===== src/rtl/pft_pkg.sv =====
// pft_pkg: shared types, widths, register codes and arithmetic helpers
// for the pose frame transform block
// depends on nothing; every rtl file uses it
package pft_pkg;

  // field widths
  localparam int POS_W  = 24;
  localparam int ROT_W  = 16;
  localparam int CFG_AW = 3;
  localparam int CFG_DW = 24;

  // internal widths
  localparam int MAT_W  = 26;  // rotation matrix entry, Q20
  localparam int M_W    = 32;  // composite matrix entry, Q20
  localparam int SQ_W   = 62;  // square root operand
  localparam int RT_W   = SQ_W / 2;
  localparam int NUM_W  = 46;  // divider numerator magnitude
  localparam int QT_W   = 16;  // divider quotient bits

  localparam logic [RT_W-1:0] FB_EPS = 31'd109951163;
  localparam logic signed [34:0] ONE_Q28 = 35'sd268435456;

  // register reset values
  localparam logic signed [POS_W-1:0] CAM_POS_X_RST = 24'sd21782;
  localparam logic signed [POS_W-1:0] CAM_POS_Y_RST = -24'sd988;
  localparam logic signed [POS_W-1:0] CAM_POS_Z_RST = 24'sd8359;
  localparam logic signed [ROT_W-1:0] CAM_ROT_X_RST = -16'sd11225;
  localparam logic signed [ROT_W-1:0] CAM_ROT_Y_RST = 16'sd11817;
  localparam logic signed [ROT_W-1:0] CAM_ROT_Z_RST = -16'sd1316;
  localparam logic signed [ROT_W-1:0] CAM_ROT_W_RST = 16'sd1036;

  // register indexes
  typedef enum logic [CFG_AW-1:0] {
    CFG_CAM_POS_X = 3'd0,
    CFG_CAM_POS_Y = 3'd1,
    CFG_CAM_POS_Z = 3'd2,
    CFG_CAM_ROT_X = 3'd3,
    CFG_CAM_ROT_Y = 3'd4,
    CFG_CAM_ROT_Z = 3'd5,
    CFG_CAM_ROT_W = 3'd6
  } cfg_idx_t;

  typedef struct packed {
    logic signed [POS_W-1:0] obj_pos_x;
    logic signed [POS_W-1:0] obj_pos_y;
    logic signed [POS_W-1:0] obj_pos_z;
    logic signed [ROT_W-1:0] obj_rot_x;
    logic signed [ROT_W-1:0] obj_rot_y;
    logic signed [ROT_W-1:0] obj_rot_z;
    logic signed [ROT_W-1:0] obj_rot_w;
  } in_beat_t;

  typedef struct packed {
    logic signed [POS_W-1:0] base_pos_x;
    logic signed [POS_W-1:0] base_pos_y;
    logic signed [POS_W-1:0] base_pos_z;
    logic signed [ROT_W-1:0] base_rot_x;
    logic signed [ROT_W-1:0] base_rot_y;
    logic signed [ROT_W-1:0] base_rot_z;
    logic signed [ROT_W-1:0] base_rot_w;
  } out_beat_t;

  // pairwise quaternion products, Q28
  typedef struct packed {
    logic signed [31:0] aa, bb, cc, dd, bc, ad, bd, ac, cd, ab;
  } qprod_t;

  typedef logic [2:0][2:0][MAT_W-1:0] mat_t;

  function automatic qprod_t quat_prods(input logic signed [ROT_W-1:0] x,
                                        input logic signed [ROT_W-1:0] y,
                                        input logic signed [ROT_W-1:0] z,
                                        input logic signed [ROT_W-1:0] w);
    qprod_t p;
    p.aa = 32'(w) * 32'(w);
    p.bb = 32'(x) * 32'(x);
    p.cc = 32'(y) * 32'(y);
    p.dd = 32'(z) * 32'(z);
    p.bc = 32'(x) * 32'(y);
    p.ad = 32'(w) * 32'(z);
    p.bd = 32'(x) * 32'(z);
    p.ac = 32'(w) * 32'(y);
    p.cd = 32'(y) * 32'(z);
    p.ab = 32'(w) * 32'(x);
    return p;
  endfunction

  // Q28 to Q20, round half up
  function automatic logic [MAT_W-1:0] rnd_term(input logic signed [34:0] t);
    logic signed [34:0] r;
    r = (t + 35'sd128) >>> 8;
    return r[MAT_W-1:0];
  endfunction

  function automatic mat_t quat_mat(input qprod_t p);
    mat_t m;
    m[0][0] = rnd_term(((35'(p.aa) + 35'(p.bb)) <<< 1) - ONE_Q28);
    m[0][1] = rnd_term((35'(p.bc) - 35'(p.ad)) <<< 1);
    m[0][2] = rnd_term((35'(p.bd) + 35'(p.ac)) <<< 1);
    m[1][0] = rnd_term((35'(p.bc) + 35'(p.ad)) <<< 1);
    m[1][1] = rnd_term(((35'(p.aa) + 35'(p.cc)) <<< 1) - ONE_Q28);
    m[1][2] = rnd_term((35'(p.cd) - 35'(p.ab)) <<< 1);
    m[2][0] = rnd_term((35'(p.bd) - 35'(p.ac)) <<< 1);
    m[2][1] = rnd_term((35'(p.cd) + 35'(p.ab)) <<< 1);
    m[2][2] = rnd_term(((35'(p.aa) + 35'(p.dd)) <<< 1) - ONE_Q28);
    return m;
  endfunction

  // Q36 sum to Q16 position, rounded and saturated
  function automatic logic signed [POS_W-1:0] sat_pos(input logic signed [52:0] a);
    logic signed [52:0] r;
    r = (a + 53'sd524288) >>> 20;
    if (r > 53'sd8388607) return 24'sh7FFFFF;
    if (r < -53'sd8388608) return 24'sh800000;
    return r[POS_W-1:0];
  endfunction

  // apply sign to a quotient magnitude and saturate to 16 bits
  function automatic logic signed [ROT_W-1:0] sat_quot(input logic [QT_W-1:0] q,
                                                       input logic ovf,
                                                       input logic neg);
    if (!neg) return (ovf || q > 16'd32767) ? 16'sh7FFF : q;
    return (ovf || q > 16'd32768) ? 16'sh8000 : 16'(~q + 16'd1);
  endfunction

endpackage


===== src/rtl/pft_sqrt_pipe.sv =====
// pft_sqrt_pipe: pipelined floor square root, one root bit per stage,
// with a sideband word carried alongside; depends on pft_pkg for defaults
module pft_sqrt_pipe #(
  parameter int W  = pft_pkg::SQ_W,
  parameter int SW = 1
) (
  input  logic            clk,
  input  logic            rst_n,
  input  logic            en,
  input  logic            v_in,
  input  logic [W-1:0]    x_in,
  input  logic [SW-1:0]   side_in,
  output logic            v_out,
  output logic [W/2-1:0]  root_out,
  output logic [SW-1:0]   side_out
);

  localparam int N = W / 2;

  logic [W-1:0]   x_r    [N+1];
  logic [N+1:0]   rem_r  [N+1];
  logic [N-1:0]   root_r [N+1];
  logic [SW-1:0]  side_r [N+1];
  logic           v_r    [N+1];
  logic [W-1:0]   x_nxt    [N];
  logic [N+1:0]   rem_nxt  [N];
  logic [N-1:0]   root_nxt [N];

  // one digit step per stage
  always_comb begin
    logic [N+3:0] cand, trial, diff;
    for (int i = 0; i < N; i++) begin
      cand  = {rem_r[i], x_r[i][W-1 -: 2]};
      trial = {2'b00, root_r[i], 2'b01};
      diff  = cand - trial;
      x_nxt[i] = x_r[i] << 2;
      if (cand >= trial) begin
        rem_nxt[i]  = diff[N+1:0];
        root_nxt[i] = {root_r[i][N-2:0], 1'b1};
      end else begin
        rem_nxt[i]  = cand[N+1:0];
        root_nxt[i] = {root_r[i][N-2:0], 1'b0};
      end
    end
  end

  // valid chain
  always_ff @(posedge clk) begin
    if (!rst_n) begin
      for (int i = 0; i <= N; i++) v_r[i] <= 1'b0;
    end else if (en) begin
      v_r[0] <= v_in;
      for (int i = 0; i < N; i++) v_r[i+1] <= v_r[i];
    end
  end

  // data chain
  always_ff @(posedge clk) begin
    if (en) begin
      x_r[0]    <= x_in;
      rem_r[0]  <= '0;
      root_r[0] <= '0;
      side_r[0] <= side_in;
      for (int i = 0; i < N; i++) begin
        x_r[i+1]    <= x_nxt[i];
        rem_r[i+1]  <= rem_nxt[i];
        root_r[i+1] <= root_nxt[i];
        side_r[i+1] <= side_r[i];
      end
    end
  end

  assign v_out    = v_r[N];
  assign root_out = root_r[N];
  assign side_out = side_r[N];

endmodule


===== config.mk =====
export PLATFORM = sky130hd
export DESIGN_NAME = pft_sqrt_pipe
export DESIGN_NICKNAME = d
export VERILOG_FILES = /design/src/rtl/pft_pkg.sv /design/src/rtl/pft_sqrt_pipe.sv
export SDC_FILE = /design/constraint.sdc
export NUM_CORES = 2
export LEC_CHECK = 0
export BUFFER_PORTS_ARGS = -buffer_cell sky130_fd_sc_hd__buf_4
export CAP_MARGIN = 20
export CORE_MARGIN = 2
export CORE_UTILIZATION = 35
export DETAILED_ROUTE_END_ITERATION = 7
export PLACE_DENSITY = 0.5
export SYNTH_ARGS = -nofsm -noshare
export SYNTH_HDL_FRONTEND = slang
export SYNTH_SLANG_ARGS = --single-unit

===== constraint.sdc =====
create_clock -name clk -period 9.1 [get_ports clk]
set_clock_uncertainty 0.2 [all_clocks]
set_input_delay 1.82 -clock clk [delete_from_list [all_inputs] [get_ports clk]]
set_output_delay 1.82 -clock clk [all_outputs]
set_load 0.02 [all_outputs]

==> metrics.yaml <==
routed_wirelength_um: 246000
syn_nets: 9350
rows: 210
initial_core_util: 0.351
tightest_slew_ns: 1.10
p_per_area_nw_per_um2: 251
crit_path_max_fanout: 30
clockBufferDepth: 4
root_buffer: "clkbuf_16"
yosysTopAreaCellShare: 0.651
path_clk_slew_ns: 0.06
layout_worst_path_cycle_share: 0.507
fin_ws_ns: 4.48
die_area_um2: 333000
grt_pass1_vias: 67100
synth_seq_cells: 2494
globalRouteOverflowTotal: 0
ys_seq_area_frac: 0.651
fmax_ghz: 0.217
setup_tns_ns: 0
clock_sinks: 2494
start_kind: "register"
outcome: "finished, final reports clean"
place_ws_ns: 4.44
critPathCaptureType: "register"
ir_drop_mv: 0.209
cp.arrival_ns: 5.05
use_met2: 0.246
wire_per_inst_um: 18.1
viasPerCell: 4.97
io-pin-count: 100
hold_viol: 0
async_reset_ff_frac: 0
firstDrtPassIters: 6
slowest_stage: "nand2_2"
yosys.area.top_type: "edfxtp_1"
leakage_nw: 49.0
drv_slew: 0
gp_congestion: 0.873
htree_levels: 5
synth_ff_type: "edfxtp_1"
post_cts_buffers: 0
hold_path.class: "register to register"
numPortBuffers: 99
grt_pass1_wl_um: 383000
clk_latency_ns: 0.91
cpPeakStageDelay_ns: 0.64
hpwl_um: 174000
path_cells: "ha_1 -> a21oi_1 -> o21ai_0 -> a21o_1 -> a221o_1 -> a211oi_1 -> o21ai_1 -> o211ai_1 -> nand2_2 -> mux2_2"
core-area_um2: 327000
setup_violations: 0
fill_cells: 30300
track_usage: 0.144
via_count: 67600
final_nets: 9622
synth.distinct_cells: 102
cts_tree: "built"
die_w_um: 577
drc: 0
syn_area_per_cell_um2: 13.1
rsz0062_at_grt: "no"
busiest_layer: "met2"
drt_first_iter_violations: 4779
synth_area_um2: 115000
antenna_found_initial: 1
syn_inst: 8755
area_delta_synth_final_pct: 13.5
synth_area_leaders: "edfxtp_1, ha_1, xor2_1, xnor2_1, a21oi_1"
ys_warn_count: 0
cts_buffers: 295
synth_edf_count: 2493
cts_hold_buf: 0
min_period_ns: 4.62
drive_above_1_share: 0.0794
met3_usage: 0.0205
cts_resized: 0
drtAntennaViolNets: 0
grt_max_degree: 173
cap_violations: 0
die_h_um: 577
crit_type: "register to register"
use_met1: 0.188
cp.required_ns: 9.53
maxSlewHeadroom: 0.264
flip-flops by register name, summed over array words and instances (netlist names):
register and count:
x_r 992, root_r 496, rem_r 942, side_r 32, v_r 32
layout by cell type, fill, tap and decap left out, types with 305 or more instances in the layout:
cell | synthesis | final
edfxtp_1 | 2493 | 2493
inv_1 | 647 | 647
nand2_1 | 593 | 592
ha_1 | 528 | 528
nor2_1 | 518 | 518
a21oi_1 | 515 | 512
o21ai_0 | 443 | 443
xor2_1 | 392 | 392
xnor2_1 | 382 | 382
clkbuf_16 | 0 | 305
report_power, final:
| group | switching [mW] | internal (mW) | total [mW] | leakage (nW) |
|---|---|---|---|---|
| registers | 0.888 | 14.4 | 15.3 | 24.0 |
| logic | 3.47 | 2.46 | 5.94 | 20.5 |
| clock network | 4.69 | 6.87 | 11.6 | 4.57 |
routing by layer:
layer  up-vias  wire [um]
li1      33100          -
met4         0       8200
met3       451       9580
met1     32800     110000
met5         -          0
met2      1268     118000
synthesized netlist by cell type (all sizes together), types with 20 or more instances:
master / instances
a211oi: 52
ha: 528
or4: 70
mux2i: 20
nand4: 73
nand3b: 28
nor4: 107
buf: 36
a21o: 229
clkbuf: 139
o31ai: 66
nor3: 225
a21boi: 32
a21oi: 517
inv: 656
xor2: 392
nor2b: 88
o21a: 97
and2: 43
o21bai: 39
mux2: 87
nand3: 149
o21ai: 464
a31oi: 38
edfxtp: 2493
nand2b: 109
or3: 80
and3: 75
nand2: 596
nor2: 519
nor3b: 24
o211ai: 35
or2: 26
xnor2: 382
stage by stage:
stage               power [mW]  utilization  hold WS [ns]  instances  cell area [um2]
detailed placement        21.4        0.370         0.205      13100           121000
floorplan                 19.4            -         0.200       8755           115000
finish                    32.8        0.399         0.181      13600           130000
global route              34.5        0.399         0.200      13600           130000
global placement          21.4        0.370         0.201      13100           121000
CTS                       33.3        0.399         0.183      13600           130000
kinds of logic (layout without fill, tap and decap cells):
family,Yosys count,count (layout),synth area share
AO/OA/AOI/OAI,1748,1748,0.0954
XOR/XNOR,774,774,0.0590
adder cells (fa/ha/maj),528,528,0.0575
buffers and inverters,831,1334,0.0275
flip-flops,2494,2494,0.651
multiplexers,107,107,0.0103
other,1,3,0.0000326
AND/OR/NAND/NOR,2272,2272,0.0990
critical path, delay by kind of cell, from the launching register on:
| kind | cells | cell delay (ns) |
|---|---|---|
| compound gates | 7 | 2.22 |
| mux | 1 | 0.51 |
| simple gates | 1 | 0.64 |
| fa+ha+maj | 1 | 0.37 |
| flops | 1 | 0.41 |
final timing paths:
kind	startpoint	to	slack [ns]	cells past startpoint
max	rem_r[1][402]	rem_r[1][439]	4.48	10
min	x_r[0][134]	x_r[0][198]	0.18	0
max reg2reg	rem_r[1][402]	rem_r[1][439]	4.48	10
min reg2reg	x_r[0][134]	x_r[0][198]	0.18	0
final cells by class:
cell class / instances / area (um2) / area share
diodes: 2 / 5.00 / 0.0000384
clock buffers: 368 / 7850 / 0.0601
clock inverters: 160 / 1590 / 0.0122
inverters: 656 / 2460 / 0.0189
multi-input cells: 5430 / 37000 / 0.283
flip-flops and latches: 2494 / 74900 / 0.574
well taps: 4346 / 5440 / 0.0417
repair buffers: 150 / 1310 / 0.0100
Power figures use the tool's default switching activity.
