==> config.mk <==
export PLATFORM = sky130hd
export DESIGN_NAME = pft_div_pipe
export DESIGN_NICKNAME = d
export VERILOG_FILES = /design/src/rtl/pft_pkg.sv /design/src/rtl/pft_div_pipe.sv
export SDC_FILE = /design/constraint.sdc
export NUM_CORES = 2
export LEC_CHECK = 0
export BUFFER_PORTS_ARGS = -buffer_cell sky130_fd_sc_hd__clkbuf_2
export CORE_ASPECT_RATIO = 0.75
export CORE_MARGIN = 10
export CORE_UTILIZATION = 55
export DETAILED_ROUTE_END_ITERATION = 6
export PLACE_DENSITY = 0.71
export RECOVER_POWER = 50
export SYNTH_ARGS = -nofsm -noshare
export SYNTH_HDL_FRONTEND = slang
export SYNTH_SLANG_ARGS = --single-unit
==> constraint.sdc <==
create_clock -name clk -period 6 [get_ports clk]
set_input_delay 1.2 -clock clk [delete_from_list [all_inputs] [get_ports clk]]
set_output_delay 1.2 -clock clk [all_outputs]
set_load 0.03 [all_outputs]
==> src/rtl/pft_pkg.sv <==
// pft_pkg: shared types, widths, register codes and arithmetic helpers
// for the pose frame transform block
// depends on nothing; every rtl file uses it
package pft_pkg;

  // field widths
  localparam int POS_W  = 24;
  localparam int ROT_W  = 16;
  localparam int CFG_AW = 3;
  localparam int CFG_DW = 24;

  // internal widths
  localparam int MAT_W  = 26;  // rotation matrix entry, Q20
  localparam int M_W    = 32;  // composite matrix entry, Q20
  localparam int SQ_W   = 62;  // square root operand
  localparam int RT_W   = SQ_W / 2;
  localparam int NUM_W  = 46;  // divider numerator magnitude
  localparam int QT_W   = 16;  // divider quotient bits

  localparam logic [RT_W-1:0] FB_EPS = 31'd109951163;
  localparam logic signed [34:0] ONE_Q28 = 35'sd268435456;

  // register reset values
  localparam logic signed [POS_W-1:0] CAM_POS_X_RST = 24'sd21782;
  localparam logic signed [POS_W-1:0] CAM_POS_Y_RST = -24'sd988;
  localparam logic signed [POS_W-1:0] CAM_POS_Z_RST = 24'sd8359;
  localparam logic signed [ROT_W-1:0] CAM_ROT_X_RST = -16'sd11225;
  localparam logic signed [ROT_W-1:0] CAM_ROT_Y_RST = 16'sd11817;
  localparam logic signed [ROT_W-1:0] CAM_ROT_Z_RST = -16'sd1316;
  localparam logic signed [ROT_W-1:0] CAM_ROT_W_RST = 16'sd1036;

  // register indexes
  typedef enum logic [CFG_AW-1:0] {
    CFG_CAM_POS_X = 3'd0,
    CFG_CAM_POS_Y = 3'd1,
    CFG_CAM_POS_Z = 3'd2,
    CFG_CAM_ROT_X = 3'd3,
    CFG_CAM_ROT_Y = 3'd4,
    CFG_CAM_ROT_Z = 3'd5,
    CFG_CAM_ROT_W = 3'd6
  } cfg_idx_t;

  typedef struct packed {
    logic signed [POS_W-1:0] obj_pos_x;
    logic signed [POS_W-1:0] obj_pos_y;
    logic signed [POS_W-1:0] obj_pos_z;
    logic signed [ROT_W-1:0] obj_rot_x;
    logic signed [ROT_W-1:0] obj_rot_y;
    logic signed [ROT_W-1:0] obj_rot_z;
    logic signed [ROT_W-1:0] obj_rot_w;
  } in_beat_t;

  typedef struct packed {
    logic signed [POS_W-1:0] base_pos_x;
    logic signed [POS_W-1:0] base_pos_y;
    logic signed [POS_W-1:0] base_pos_z;
    logic signed [ROT_W-1:0] base_rot_x;
    logic signed [ROT_W-1:0] base_rot_y;
    logic signed [ROT_W-1:0] base_rot_z;
    logic signed [ROT_W-1:0] base_rot_w;
  } out_beat_t;

  // pairwise quaternion products, Q28
  typedef struct packed {
    logic signed [31:0] aa, bb, cc, dd, bc, ad, bd, ac, cd, ab;
  } qprod_t;

  typedef logic [2:0][2:0][MAT_W-1:0] mat_t;

  function automatic qprod_t quat_prods(input logic signed [ROT_W-1:0] x,
                                        input logic signed [ROT_W-1:0] y,
                                        input logic signed [ROT_W-1:0] z,
                                        input logic signed [ROT_W-1:0] w);
    qprod_t p;
    p.aa = 32'(w) * 32'(w);
    p.bb = 32'(x) * 32'(x);
    p.cc = 32'(y) * 32'(y);
    p.dd = 32'(z) * 32'(z);
    p.bc = 32'(x) * 32'(y);
    p.ad = 32'(w) * 32'(z);
    p.bd = 32'(x) * 32'(z);
    p.ac = 32'(w) * 32'(y);
    p.cd = 32'(y) * 32'(z);
    p.ab = 32'(w) * 32'(x);
    return p;
  endfunction

  // Q28 to Q20, round half up
  function automatic logic [MAT_W-1:0] rnd_term(input logic signed [34:0] t);
    logic signed [34:0] r;
    r = (t + 35'sd128) >>> 8;
    return r[MAT_W-1:0];
  endfunction

  function automatic mat_t quat_mat(input qprod_t p);
    mat_t m;
    m[0][0] = rnd_term(((35'(p.aa) + 35'(p.bb)) <<< 1) - ONE_Q28);
    m[0][1] = rnd_term((35'(p.bc) - 35'(p.ad)) <<< 1);
    m[0][2] = rnd_term((35'(p.bd) + 35'(p.ac)) <<< 1);
    m[1][0] = rnd_term((35'(p.bc) + 35'(p.ad)) <<< 1);
    m[1][1] = rnd_term(((35'(p.aa) + 35'(p.cc)) <<< 1) - ONE_Q28);
    m[1][2] = rnd_term((35'(p.cd) - 35'(p.ab)) <<< 1);
    m[2][0] = rnd_term((35'(p.bd) - 35'(p.ac)) <<< 1);
    m[2][1] = rnd_term((35'(p.cd) + 35'(p.ab)) <<< 1);
    m[2][2] = rnd_term(((35'(p.aa) + 35'(p.dd)) <<< 1) - ONE_Q28);
    return m;
  endfunction

  // Q36 sum to Q16 position, rounded and saturated
  function automatic logic signed [POS_W-1:0] sat_pos(input logic signed [52:0] a);
    logic signed [52:0] r;
    r = (a + 53'sd524288) >>> 20;
    if (r > 53'sd8388607) return 24'sh7FFFFF;
    if (r < -53'sd8388608) return 24'sh800000;
    return r[POS_W-1:0];
  endfunction

  // apply sign to a quotient magnitude and saturate to 16 bits
  function automatic logic signed [ROT_W-1:0] sat_quot(input logic [QT_W-1:0] q,
                                                       input logic ovf,
                                                       input logic neg);
    if (!neg) return (ovf || q > 16'd32767) ? 16'sh7FFF : q;
    return (ovf || q > 16'd32768) ? 16'sh8000 : 16'(~q + 16'd1);
  endfunction

endpackage

==> src/rtl/pft_div_pipe.sv <==
// pft_div_pipe: pipelined restoring divider, one quotient bit per stage,
// flags quotients that do not fit; depends on pft_pkg for defaults
module pft_div_pipe #(
  parameter int NW = pft_pkg::NUM_W,
  parameter int DW = pft_pkg::RT_W,
  parameter int QW = pft_pkg::QT_W,
  parameter int SW = 1
) (
  input  logic           clk,
  input  logic           rst_n,
  input  logic           en,
  input  logic           v_in,
  input  logic [NW-1:0]  num_in,
  input  logic [DW-1:0]  den_in,
  input  logic [SW-1:0]  side_in,
  output logic           v_out,
  output logic [QW-1:0]  q_out,
  output logic           ovf_out,
  output logic [SW-1:0]  side_out
);

  logic [DW-1:0]  rem_r  [QW+1];
  logic [QW-1:0]  lo_r   [QW+1];
  logic [QW-1:0]  q_r    [QW+1];
  logic [DW-1:0]  den_r  [QW+1];
  logic           ovf_r  [QW+1];
  logic [SW-1:0]  side_r [QW+1];
  logic           v_r    [QW+1];
  logic [DW-1:0]  rem_nxt [QW];
  logic [QW-1:0]  q_nxt   [QW];

  // trial subtract per stage
  always_comb begin
    logic [DW:0] cand, diff;
    for (int i = 0; i < QW; i++) begin
      cand = {rem_r[i], lo_r[i][QW-1]};
      diff = cand - {1'b0, den_r[i]};
      if (cand >= {1'b0, den_r[i]}) begin
        rem_nxt[i] = diff[DW-1:0];
        q_nxt[i]   = {q_r[i][QW-2:0], 1'b1};
      end else begin
        rem_nxt[i] = cand[DW-1:0];
        q_nxt[i]   = {q_r[i][QW-2:0], 1'b0};
      end
    end
  end

  // valid chain
  always_ff @(posedge clk) begin
    if (!rst_n) begin
      for (int i = 0; i <= QW; i++) v_r[i] <= 1'b0;
    end else if (en) begin
      v_r[0] <= v_in;
      for (int i = 0; i < QW; i++) v_r[i+1] <= v_r[i];
    end
  end

  // data chain, entry splits off the high part and checks for overflow
  always_ff @(posedge clk) begin
    if (en) begin
      rem_r[0]  <= DW'(num_in >> QW);
      lo_r[0]   <= num_in[QW-1:0];
      q_r[0]    <= '0;
      den_r[0]  <= den_in;
      ovf_r[0]  <= (num_in >> QW) >= NW'(den_in);
      side_r[0] <= side_in;
      for (int i = 0; i < QW; i++) begin
        rem_r[i+1]  <= rem_nxt[i];
        lo_r[i+1]   <= lo_r[i] << 1;
        q_r[i+1]    <= q_nxt[i];
        den_r[i+1]  <= den_r[i];
        ovf_r[i+1]  <= ovf_r[i];
        side_r[i+1] <= side_r[i];
      end
    end
  end

  assign v_out    = v_r[QW];
  assign q_out    = q_r[QW];
  assign ovf_out  = ovf_r[QW];
  assign side_out = side_r[QW];

endmodule

==> impl_metrics.env <==
export IMPL_ant_nets=0
export IMPL_crit_buf_inv=2
export IMPL_synth_xor_area_share_pct=4.96
export IMPL_synthAdderAreaFrac_pct=9.84
export IMPL_nets=6675
export IMPL_syn_inst=5884
export IMPL_grt_most_used_layer="met1"
export IMPL_fmax_mhz=199
export IMPL_worstPathCellList="clkbuf_2 -> clkbuf_4"
export IMPL_grt_overflow=0
export IMPL_grt_pass1_vias=42509
export IMPL_dpl_hpwl_mm=111
export IMPL_hp_class="flop to flop"
export IMPL_rows=113
export IMPL_cts_tree="yes"
export IMPL_vias=45363
export IMPL_synth_most_common_cell="edfxtp_1"
export IMPL_drc=0
export IMPL_grt_met2_usage_pct=28.1
export IMPL_p_per_area_mw_per_mm2=522
export IMPL_synth_common_cells="edfxtp_1, inv_1, a21oi_1"
export IMPL_core_area_mm2=0.126
export IMPL_seq_area_mm2=0.0395
export IMPL_yosys_cell_types_count=80
export IMPL_vdd_drop_max_uv=382
export IMPL_synth_top_cell_area_share_pct=56.4
export IMPL_initial_core_util_pct=55.3
export IMPL_htreeDepth=4
export IMPL_worst_path_largest_cell_delay_ns=2.24
export IMPL_cp_arrival_ns=5.38
export IMPL_grt_total_usage_pct=20.9
export IMPL_drive_above_1_share_pct=7.80
export IMPL_synth_yosys_seq_area_share_pct=56.4
export IMPL_postCtsHoldBufs=0
export IMPL_gr_usage_met3_pct=5.11
export IMPL_setup_ws_ns=0.975
export IMPL_portBuffers=100
export IMPL_ios=101
export IMPL_utilization_pct=60.7
export IMPL_syn_nets=6507
export IMPL_dieWidth_um=432
export IMPL_synth_flop_cell="edfxtp_1"
export IMPL_synthMuxAreaShare_pct=3.50
export IMPL_setup_viol=0
export IMPL_power_total_mw=40.1
export IMPL_multi_input_area_mm2=0.0277
export IMPL_cts_root_buffer="clkbuf_16"
export IMPL_synth_compound_area_share_pct=13.2
export IMPL_insertion_delay_ns=0.78
export IMPL_pre_cts_ws_ns=1.25
export IMPL_final_fill_count=10047
export IMPL_synth_seq_cells=1314
export IMPL_chipHeight_um=329
export IMPL_drt_iter0_drc=4652
export IMPL_yosys_warnings=0
export IMPL_wire_per_inst_um=19.3
export IMPL_synthTopCellsByArea="edfxtp_1, ha_1, a21oi_1"
export IMPL_detail_route_vias_per_cell=5.80
export IMPL_use_met1_pct=33.3
export IMPL_finalHoldViolCount=0
export IMPL_crit_type="input port to flop"
export IMPL_dpl_cell_count=7581
export IMPL_synth_edf_count=1314
export IMPL_grt_max_degree=164
export IMPL_clock_sinks=1314
export IMPL_timing_final_crit_share_pct=83.8
export IMPL_slowest_stage="clkbuf_2"
export IMPL_rsz0062_at_grt="no"
export IMPL_setup_tns_ns=0
export IMPL_die_area_mm2=0.142
export IMPL_worstHoldStart="side_r[3][0]$_DFFE_PP_"
export IMPL_max_clock_path_buffers=3
export IMPL_maxSlewViolCount=401
export IMPL_crit_start="en"
export IMPL_cts_resized=0
export IMPL_violations="capacitance limit, slew limit"
export IMPL_syn_to_final_growth_pct=9.70
export IMPL_required_ns=6.35
export IMPL_start_kind="input port"
export IMPL_slew_headroom_pct=-122
export IMPL_worstReg2RegStart="den_r[0][310]$_DFFE_PP_"
export IMPL_first_pass_iters=5
export IMPL_yosys_area_share_simple_pct=7.97
export IMPL_skew_ns=0.0252
export IMPL_post_cts_buffers=0
export IMPL_max_cap_viol_count=5
export IMPL_cts_clk_slew_worst_paths_ns=0.06
export IMPL_drt_total_wl_mm=151
export IMPL_grt_pass1_wl_mm=237
export IMPL_finalNonFillerCells=7822
export IMPL_yosysTopAreaCell="edfxtp_1"
export IMPL_critical_path_top_delay_family="buffers and inverters"
export IMPL_antenna_found_initial=2
export IMPL_min_period_ns=5.03
export IMPL_status="finished with violations"
export IMPL_synth_top_family_by_area="compound AO/OA/AOI/OAI gates"
export IMPL_cts_buffers=136
export IMPL_async_reset_ff_share_pct=0
export IMPL_place_congestion=0.957
export IMPL_synth_area_mm2=0.0699
export IMPL_critPathMaxFanout=129
export IMPL_tightest_slew_ns=3.33
export IMPL_avgSynthCellArea_um2=11.9
export IMPL_endpoint_kind="flop"
export IMPL_p_leak_nw=31.3
-- cells in the final DEF, fill, tap and decap left out, types with 49 or more instances in the layout --
| cell type | instances |
|---|---|
| and3_1 | 49 |
| mux2_2 | 176 |
| nand4_1 | 89 |
| clkbuf_1 | 87 |
| inv_1 | 645 |
| nand2_1 | 319 |
| o21bai_1 | 65 |
| nor2_1 | 325 |
| xor2_1 | 157 |
| o21ai_0 | 341 |
| clkbuf_16 | 138 |
| edfxtp_1 | 1314 |
| nor2b_1 | 80 |
| a21o_1 | 235 |
| nand2b_1 | 66 |
| o21a_1 | 67 |
| ha_1 | 526 |
| nand3_1 | 77 |
| xnor2_1 | 239 |
| a21oi_1 | 531 |
-- per-stage QoR --
step	hold slack, ns	instance area [µm²]
floorplan	0.400	69900
global placement	0.400	72600
detailed placement	0.405	72600
CTS	0.410	76900
global route	0.414	76700
finish	0.406	76700
-- worst reg2reg max path: stages, from the launching register on --
cell and delay, ns:
edfxtp_1 0.40, ha_1 0.23, fa_1 0.42, nand2b_1 0.18, a21boi_0 0.29, o21ai_0 0.22
a311oi_1 0.73, o21ai_0 0.49, nor2b_1 0.22, or4_1 0.14, o2111ai_1 0.14, nand3_2 0.48
buf_4 0.41, mux2_2 0.40
-- sequential cells by signal, indices dropped and copies added, names as in the netlist --
name	count
den_r	496
rem_r	495
lo_r	136
q_r	136
ovf_r	17
side_r	17
v_r	17
-- report_power, final --
part	switching (mW)	leakage [nW]	internal, mW
Combinational	9.81	16.3	7.47
Clock	3.52	2.10	4.74
Sequential	1.29	12.9	13.2
-- cells by family (layout without fill, tap and decap cells) --
kind of cell | Yosys count | count (layout)
AOI/OAI and AO/OA | 1503 | 1503
xor gates and xnor gates | 396 | 396
adders and majority gates | 541 | 541
buffers and inverters | 752 | 1022
DFF | 1314 | 1314
muxes | 219 | 219
other | 0 | 1
and+or+nand+nor | 1159 | 1159
-- path summary, 6_finish.rpt --
path / cells past startpoint / slack (ns) / end
worst max-delay path: 2 / 0.97 / q_r[0][177]$_DFFE_PP_
worst min-delay path: 0 / 0.41 / side_r[3][1]$_DFFE_PP_
worst max register to register: 13 / 1.01 / rem_r[0][345]$_DFFE_PP_
worst min register to register: 0 / 0.41 / side_r[3][1]$_DFFE_PP_
-- per-layer routing --
metal	wire (µm)	vias to the layer above	share of wire (%)
met5	91	-	0.060
li1	-	21948	-
met3	13200	184	8.7
met2	59300	1574	39
met4	2390	2	1.6
met1	75700	21655	50
-- cell type report --
cell class	instances	share of cell area (%)
multi-input combinational	3818	36.1
inverter	646	3.16
antenna	1	0.00326
sequential	1314	51.4
clock inverter	76	0.952
clock buffer	164	4.63
tap	1667	2.72
timing repair buffer	136	0.980
No activity file was read; power rests on OpenSTA's default activity.
